<file path="src/sv/ccb_pkg.sv">
`timescale 1ns / 1ps
// ----------------------------------------------------------------------------
// ccb_pkg
// Types, register codes and the divide-by-255 helper for the color blend.
// ----------------------------------------------------------------------------
package ccb_pkg;

    localparam int unsigned CfgIdxW = 3;
    localparam logic [7:0]  FullScale = 8'd255;

    // configuration register indexes
    typedef enum logic [CfgIdxW-1:0] {
        CFG_COLOR_PRESENT = 3'd0,
        CFG_FG_BLUE       = 3'd1,
        CFG_FG_GREEN      = 3'd2,
        CFG_FG_RED        = 3'd3,
        CFG_FG_ALPHA      = 3'd4
    } t_cfg_idx;

    // input word
    typedef struct packed {
        logic [7:0] coverage;
        logic [7:0] dst_blue;
        logic [7:0] dst_green;
        logic [7:0] dst_red;
        logic [7:0] dst_alpha;
    } t_in_word;

    // output word
    typedef struct packed {
        logic [7:0] out_blue;
        logic [7:0] out_green;
        logic [7:0] out_red;
        logic [7:0] out_alpha;
    } t_out_word;

    // layer color as held in the configuration registers
    typedef struct packed {
        logic       present;
        logic [7:0] blue;
        logic [7:0] green;
        logic [7:0] red;
        logic [7:0] alpha;
    } t_layer_cfg;

    // BGRA pixel
    typedef struct packed {
        logic [7:0] blue;
        logic [7:0] green;
        logic [7:0] red;
        logic [7:0] alpha;
    } t_pixel;

    // word handed from the alpha stages to the mix stages
    typedef struct packed {
        t_pixel     dst;
        logic [7:0] src_blue;
        logic [7:0] src_green;
        logic [7:0] src_red;
        logic [7:0] fa;
        logic [7:0] inv;
    } t_alpha_word;

    // floor(p / 255) for any 8x8 product p (up to 255*255):
    // (p + (p >> 8) + 1) >> 8
    function automatic logic [7:0] div255(input logic [15:0] p);
        logic [16:0] s;
        s = {1'b0, p} + {9'd0, p[15:8]} + 17'd1;
        return s[15:8];
    endfunction

endpackage

</file>
<file path="src/sv/ccb_alpha.sv">
`timescale 1ns / 1ps
// ----------------------------------------------------------------------------
// ccb_alpha
// Stages 1 and 2: pick the layer color, form alpha*coverage, then reduce it
// to the effective alpha and its complement.
// ----------------------------------------------------------------------------
module ccb_alpha (
    input  logic                i_clk,
    input  logic                i_rst_n,
    input  ccb_pkg::t_layer_cfg i_layer,
    input  logic                i_valid,
    input  ccb_pkg::t_in_word   i_data,
    output logic                o_ready,
    output logic                o_valid,
    output ccb_pkg::t_alpha_word o_data,
    input  logic                i_next_ready
);

    logic                 r_s1_valid;
    logic [15:0]          r_s1_prod;
    ccb_pkg::t_pixel      r_s1_dst;
    logic [7:0]           r_s1_src_b;
    logic [7:0]           r_s1_src_g;
    logic [7:0]           r_s1_src_r;
    logic                 r_s2_valid;
    ccb_pkg::t_alpha_word r_s2_data;

    logic                 s1_en;
    logic                 s2_en;
    logic [7:0]           src_b;
    logic [7:0]           src_g;
    logic [7:0]           src_r;
    logic [7:0]           src_a;
    logic [7:0]           n_fa;

    // stage enables: a stage loads when empty or when its word moves on
    assign s2_en   = !r_s2_valid || i_next_ready;
    assign s1_en   = !r_s1_valid || s2_en;
    assign o_ready = s1_en;

    // layer color, opaque black without a palette color
    always_comb begin
        if (i_layer.present) begin
            src_b = i_layer.blue;
            src_g = i_layer.green;
            src_r = i_layer.red;
            src_a = i_layer.alpha;
        end else begin
            src_b = 8'd0;
            src_g = 8'd0;
            src_r = 8'd0;
            src_a = ccb_pkg::FullScale;
        end
    end

    // stage 1 valid
    always_ff @(posedge i_clk) begin
        if (!i_rst_n) begin
            r_s1_valid <= 1'b0;
        end else if (s1_en) begin
            r_s1_valid <= i_valid;
        end
    end

    // stage 1 payload: alpha times coverage
    always_ff @(posedge i_clk) begin
        if (s1_en && i_valid) begin
            r_s1_prod  <= src_a * i_data.coverage;
            r_s1_dst   <= '{blue:  i_data.dst_blue,  green: i_data.dst_green,
                            red:   i_data.dst_red,   alpha: i_data.dst_alpha};
            r_s1_src_b <= src_b;
            r_s1_src_g <= src_g;
            r_s1_src_r <= src_r;
        end
    end

    assign n_fa = ccb_pkg::div255(r_s1_prod);

    // stage 2 valid
    always_ff @(posedge i_clk) begin
        if (!i_rst_n) begin
            r_s2_valid <= 1'b0;
        end else if (s2_en) begin
            r_s2_valid <= r_s1_valid;
        end
    end

    // stage 2 payload: effective alpha and 255 - alpha
    always_ff @(posedge i_clk) begin
        if (s2_en && r_s1_valid) begin
            r_s2_data.dst       <= r_s1_dst;
            r_s2_data.src_blue  <= r_s1_src_b;
            r_s2_data.src_green <= r_s1_src_g;
            r_s2_data.src_red   <= r_s1_src_r;
            r_s2_data.fa        <= n_fa;
            r_s2_data.inv       <= ccb_pkg::FullScale - n_fa;
        end
    end

    assign o_valid = r_s2_valid;
    assign o_data  = r_s2_data;

endmodule

</file>
<file path="src/sv/ccb_mix.sv">
`timescale 1ns / 1ps
// ----------------------------------------------------------------------------
// ccb_mix
// Stages 3 and 4: scale destination and source per channel, then reduce and
// add into the output register.
// ----------------------------------------------------------------------------
module ccb_mix (
    input  logic                 i_clk,
    input  logic                 i_rst_n,
    input  logic                 i_valid,
    input  ccb_pkg::t_alpha_word i_data,
    output logic                 o_ready,
    output logic                 o_valid,
    output ccb_pkg::t_out_word   o_data,
    input  logic                 i_stall
);

    logic               r_s3_valid;
    logic [15:0]        r_s3_db;
    logic [15:0]        r_s3_dg;
    logic [15:0]        r_s3_dr;
    logic [15:0]        r_s3_da;
    logic [15:0]        r_s3_sb;
    logic [15:0]        r_s3_sg;
    logic [15:0]        r_s3_sr;
    logic [7:0]         r_s3_fa;
    logic               r_s4_valid;
    ccb_pkg::t_out_word r_s4_data;

    logic               s3_en;
    logic               s4_en;

    assign s4_en   = !r_s4_valid || !i_stall;
    assign s3_en   = !r_s3_valid || s4_en;
    assign o_ready = s3_en;

    // stage 3 valid
    always_ff @(posedge i_clk) begin
        if (!i_rst_n) begin
            r_s3_valid <= 1'b0;
        end else if (s3_en) begin
            r_s3_valid <= i_valid;
        end
    end

    // stage 3 payload: seven 8x8 products
    always_ff @(posedge i_clk) begin
        if (s3_en && i_valid) begin
            r_s3_db <= i_data.dst.blue  * i_data.inv;
            r_s3_dg <= i_data.dst.green * i_data.inv;
            r_s3_dr <= i_data.dst.red   * i_data.inv;
            r_s3_da <= i_data.dst.alpha * i_data.inv;
            r_s3_sb <= i_data.src_blue  * i_data.fa;
            r_s3_sg <= i_data.src_green * i_data.fa;
            r_s3_sr <= i_data.src_red   * i_data.fa;
            r_s3_fa <= i_data.fa;
        end
    end

    // stage 4 valid (output register)
    always_ff @(posedge i_clk) begin
        if (!i_rst_n) begin
            r_s4_valid <= 1'b0;
        end else if (s4_en) begin
            r_s4_valid <= r_s3_valid;
        end
    end

    // stage 4 payload: sums never pass 255, kept to 8 bits
    always_ff @(posedge i_clk) begin
        if (s4_en && r_s3_valid) begin
            r_s4_data.out_blue  <= ccb_pkg::div255(r_s3_db) + ccb_pkg::div255(r_s3_sb);
            r_s4_data.out_green <= ccb_pkg::div255(r_s3_dg) + ccb_pkg::div255(r_s3_sg);
            r_s4_data.out_red   <= ccb_pkg::div255(r_s3_dr) + ccb_pkg::div255(r_s3_sr);
            r_s4_data.out_alpha <= ccb_pkg::div255(r_s3_da) + r_s3_fa;
        end
    end

    assign o_valid = r_s4_valid;
    assign o_data  = r_s4_data;

endmodule

</file>
<file path="src/sv/coverage_color_blend.sv">
`timescale 1ns / 1ps
// ----------------------------------------------------------------------------
// coverage_color_blend
// Source-over blend of a coverage-modulated layer color onto BGRA pixels.
// ----------------------------------------------------------------------------
// Usage:
//   Input channel (i_in_valid / o_in_stall / i_in_data) carries one word per
//   pixel: glyph coverage and the current destination BGRA bytes. Output
//   channel (o_out_valid / i_out_stall / o_out_data) returns the blended
//   pixel, one word per input word, in order.
//   The layer color sits in five registers written through i_cfg_we,
//   i_cfg_idx and i_cfg_wdata; write them only while no pixel is in flight.
//   Indexes above the last register are ignored.
//   Each word passes four register stages (alpha product, alpha reduce,
//   channel products, channel reduce and add) on its way to o_out_data.
//   Throughput: one pixel per cycle while the receiver does not stall.
//   Reset (synchronous, active low) empties the pipeline and loads opaque
//   black with no palette color. When the receiver stalls, the output word
//   holds and the stages behind it keep filling until full; only then does
//   o_in_stall rise. No word is dropped or repeated.
// ----------------------------------------------------------------------------
module coverage_color_blend (
    input  logic                i_clk,
    input  logic                i_rst_n,
    input  logic                i_in_valid,
    output logic                o_in_stall,
    input  ccb_pkg::t_in_word   i_in_data,
    output logic                o_out_valid,
    input  logic                i_out_stall,
    output ccb_pkg::t_out_word  o_out_data,
    input  logic                i_cfg_we,
    input  logic [ccb_pkg::CfgIdxW-1:0] i_cfg_idx,
    input  logic [7:0]          i_cfg_wdata
);

    ccb_pkg::t_layer_cfg  r_layer;
    logic                 alpha_ready;
    logic                 mid_valid;
    ccb_pkg::t_alpha_word mid_data;
    logic                 mix_ready;

    // configuration registers
    always_ff @(posedge i_clk) begin
        if (!i_rst_n) begin
            r_layer.present <= 1'b0;
            r_layer.blue    <= 8'd0;
            r_layer.green   <= 8'd0;
            r_layer.red     <= 8'd0;
            r_layer.alpha   <= ccb_pkg::FullScale;
        end else if (i_cfg_we) begin
            case (i_cfg_idx)
                ccb_pkg::CFG_COLOR_PRESENT: r_layer.present <= i_cfg_wdata[0];
                ccb_pkg::CFG_FG_BLUE:       r_layer.blue    <= i_cfg_wdata;
                ccb_pkg::CFG_FG_GREEN:      r_layer.green   <= i_cfg_wdata;
                ccb_pkg::CFG_FG_RED:        r_layer.red     <= i_cfg_wdata;
                ccb_pkg::CFG_FG_ALPHA:      r_layer.alpha   <= i_cfg_wdata;
                default: begin
                end
            endcase
        end
    end

    // stages 1-2
    ccb_alpha u_alpha (
        .i_clk        (i_clk),
        .i_rst_n      (i_rst_n),
        .i_layer      (r_layer),
        .i_valid      (i_in_valid),
        .i_data       (i_in_data),
        .o_ready      (alpha_ready),
        .o_valid      (mid_valid),
        .o_data       (mid_data),
        .i_next_ready (mix_ready)
    );

    // stages 3-4
    ccb_mix u_mix (
        .i_clk   (i_clk),
        .i_rst_n (i_rst_n),
        .i_valid (mid_valid),
        .i_data  (mid_data),
        .o_ready (mix_ready),
        .o_valid (o_out_valid),
        .o_data  (o_out_data),
        .i_stall (i_out_stall)
    );

    assign o_in_stall = !alpha_ready;

endmodule

</file>
<file path="config.mk">
export PLATFORM = sky130hd
export DESIGN_NAME = coverage_color_blend
export DESIGN_NICKNAME = d
export VERILOG_FILES = /design/src/sv/ccb_pkg.sv /design/src/sv/ccb_alpha.sv /design/src/sv/ccb_mix.sv /design/src/sv/coverage_color_blend.sv
export SDC_FILE = /design/constraint.sdc
export NUM_CORES = 1
export LEC_CHECK = 0
export BUFFER_PORTS_ARGS = -buffer_cell sky130_fd_sc_hd__buf_4
export CELL_PAD_IN_SITES_DETAIL_PLACEMENT = 2
export CELL_PAD_IN_SITES_GLOBAL_PLACEMENT = 2
export CORE_ASPECT_RATIO = 0.9
export CORE_MARGIN = 10
export CORE_UTILIZATION = 39
export DETAILED_ROUTE_END_ITERATION = 12
export HOLD_SLACK_MARGIN = 0.02
export PLACE_DENSITY_LB_ADDON = 0.1
export SYNTH_ARGS = -nofsm -noshare
export SYNTH_HDL_FRONTEND = slang
export SYNTH_SLANG_ARGS = --single-unit
export TNS_END_PERCENT = 30
</file>
<file path="constraint.sdc">
create_clock -name i_clk -period 7.5 [get_ports i_clk]
set_input_delay 1.125 -clock i_clk [delete_from_list [all_inputs] [get_ports i_clk]]
set_output_delay 1.125 -clock i_clk [all_outputs]
set_load 0.005 [all_outputs]
</file>
==> results_dict.tcl <==
set metrics [dict create \
    finalWeightedCongestion 0.801 \
    first_global_vias 23700 \
    drtIter0Drc 637 \
    end_kind "flop" \
    final_cell_mix "and2_1, inv_1, ha_1" \
    cts_root_buf "clkbuf_16" \
    antenna_found_initial 1 \
    ys.flop_type "edfxtp_1" \
    hold_viol_final 0 \
    ys_types 60 \
    ir_drop_mv 0.260 \
    synth_warnings 0 \
    cp.required_ps 7810 \
    slew_headroom 0.116 \
    setup_tns_ps 0 \
    hold_slack_ps 415 \
    slew_viol_final 0 \
    die_area_mm2 0.0897 \
    path_max_fanout 33 \
    clk_pin_slew_ps 60 \
    hold_path_class "reg2reg" \
    cts_tree "done" \
    drc 0 \
    htree_levels 2 \
    met3_usage 0.0206 \
    grt_max_degree 73 \
    maxCapViolCount 0 \
    routed_wl_um 76900 \
    powerDensity_mw_per_mm2 441 \
    status "finished clean" \
    hpwl_um 59800 \
    async_reset_ff_frac 0 \
    rsz0062_at_grt "false" \
    use_met1 0.223 \
    synth.avg_cell_area_um2 10.7 \
    cts_made_buffers 42 \
    final_common_cell "and2_1" \
    gr-total-overflow 0 \
    start_kind "flop" \
    fill_cells 8153 \
    tightest_slew_ps 1330 \
    ctsLongestPathBuffers 3 \
    finalClockSkew_ps 38.2 \
    die_h_um 285 \
    start_util 0.392 \
    vias_per_cell 5.01 \
    insertion_delay_ps 590 \
    grt_first_pass_wirelength_um 127000 \
    cts_resized 0 \
    synth_edf_count 296 \
    power_leakage_uw 0.0150 \
    vias 20100 \
    io_buffers 89 \
    grt_use_met2 0.313 \
    grt-busiest-layer "met2" \
    max_freq_ghz 0.178 \
    final_layout_size_suffix_gt1_frac 0.0711 \
    worstSetupPathType "reg2reg" \
    yosysSeqAreaShare 0.316 \
    syn_to_final_growth_pct 11.0 \
    min_period_ps 5610 \
    coreArea_mm2 0.0777 \
    firstDrtPassIters 4 \
    ctsHoldBuffers 0 \
    die_x_um 315 \
    finalPower_uw 14900 \
    wl_per_cell_um 19.1 \
    grtUsageTotal 0.175 \
    syn_area_mm2 0.0305 \
    syn-num-nets 3566 \
    synth.ff_latch_count 333 \
    syn_inst 2846 \
    postCtsSetupRepairBufs 0 \
    worstPathArrival_ps 5920 \
    finalCritPeriodShare 0.748 \
    setup_viol 0 \
    layout.nets 3668 \
    boundaryPins 90 \
    cts_sinks 333 \
    ant_nets 0 \
    rows 97 \
]
critical path, cell delays in order (launching register included):
cell and delay (ps):
dfxtp_1 950, nand2b_1 400, and2_1 290, fa_1 400, fa_1 490, inv_1 60
fa_1 490, fa_1 500, inv_1 50, ha_1 330, o21a_1 200, o31a_1 130
o211ai_2 190, a21oi_1 110, a2111oi_2 430, a21oi_1 140, xnor2_1 150
worst paths after layout:
kind                            start                    end  slack, ps  cells past startpoint
setup / recovery          r_layer[32]  u_alpha.r_s1_prod[15]       1890                     16
hold / removal    u_alpha.r_s1_dst[1]     u_alpha.o_data[41]        420                      0
setup reg to reg          r_layer[32]  u_alpha.r_s1_prod[15]       1890                     16
hold reg to reg   u_alpha.r_s1_dst[1]     u_alpha.o_data[41]        420                      0
sequential cells by signal (all words and copies together) (netlist names):
name                flops
u_mix.o_valid           1
u_alpha.o_valid         1
u_alpha.r_s1_src_g      8
u_alpha.r_s1_dst       32
u_mix.r_s3_dg          16
u_mix.r_s3_db          16
u_mix.r_s3_da          16
u_mix.r_s3_dr          16
u_mix.r_s3_valid        1
u_alpha.o_data         72
r_layer                33
u_mix.r_s3_sg          16
u_alpha.r_s1_src_r      8
u_alpha.r_s1_src_b      8
u_alpha.r_s1_prod      16
u_mix.r_s3_fa           8
u_mix.r_s3_sb          16
u_mix.r_s3_sr          16
u_mix.o_data           32
u_alpha.r_s1_valid      1
stage by stage:
| step | cell area [µm²] | std cells | util | setup slack [ps] |
|---|---|---|---|---|
| after global placement | 32400 | 3943 | 0.417 | 2060 |
| after CTS | 33800 | 4019 | 0.435 | 1810 |
| final | 33800 | 4020 | 0.435 | 1890 |
| after floorplan | 30500 | 2846 | - | 232 |
| after global routing | 33800 | 4019 | 0.435 | 1520 |
| after detailed placement | 32400 | 3943 | 0.417 | 1810 |
routing by layer:
layer  wire length [µm]  part of all wire  vias up
li1                   -                 -     9540
met1              34600              0.45    10400
met2              39100              0.51      155
met3               1830             0.024       76
met4               1340             0.017        0
met5                  0                 0        -
synthesized netlist by cell type (4+ instances only):
cell,instances,share of area
nor2_1,73,0.0090
and3_1,21,0.0043
nand2_1,192,0.024
o31a_1,8,0.0023
o211ai_1,10,0.0025
or2_2,7,0.0014
a31oi_1,5,0.0010
nor2b_1,27,0.0055
o21ai_1,15,0.0025
a2111oi_2,6,0.0030
clkbuf_1,51,0.0063
a21boi_1,25,0.0062
nand3_1,50,0.0082
nand2b_1,22,0.0045
a21oi_1,96,0.016
and4_1,6,0.0017
edfxtp_1,296,0.29
a21o_1,13,0.0032
or3_1,4,0.00082
nor3_1,18,0.0030
o21ai_0,29,0.0048
fa_1,292,0.19
and2_1,474,0.097
nand4_1,6,0.0012
ha_1,372,0.15
dfxtp_1,37,0.024
o211ai_2,7,0.0029
xnor2_1,137,0.039
xor2_1,34,0.0098
inv_1,423,0.052
o21a_1,37,0.0091
power breakdown:
part	total [µW]	internal (µW)	switching [µW]
clock network	2080	1220	852
logic	9560	4250	5310
registers	3290	2940	345
total	14900	8410	6510
cell type report:
class / instances / area [µm²] / area share
clock inverter: 30 / 304 / 0.00899
tap: 1039 / 1300 / 0.0384
clock buffer: 46 / 1090 / 0.0321
timing repair buffer: 109 / 818 / 0.0242
sequential: 333 / 9630 / 0.285
antenna: 1 / 2.50 / 0.0000740
inverter: 423 / 1590 / 0.0469
multi-input combinational: 2039 / 19100 / 0.564
cells by family (layout without fill, tap and decap cells):
family | count (synthesis) | count (layout) | synth area share
simple gates | 910 | 910 | 0.164
fa+ha+maj | 664 | 664 | 0.345
buf+inv | 474 | 608 | 0.0584
flops | 333 | 333 | 0.316
compound gates | 293 | 293 | 0.0671
xor+xnor | 172 | 172 | 0.0499
other cells | 0 | 1 | 0
(Power assumes the default switching activity.)
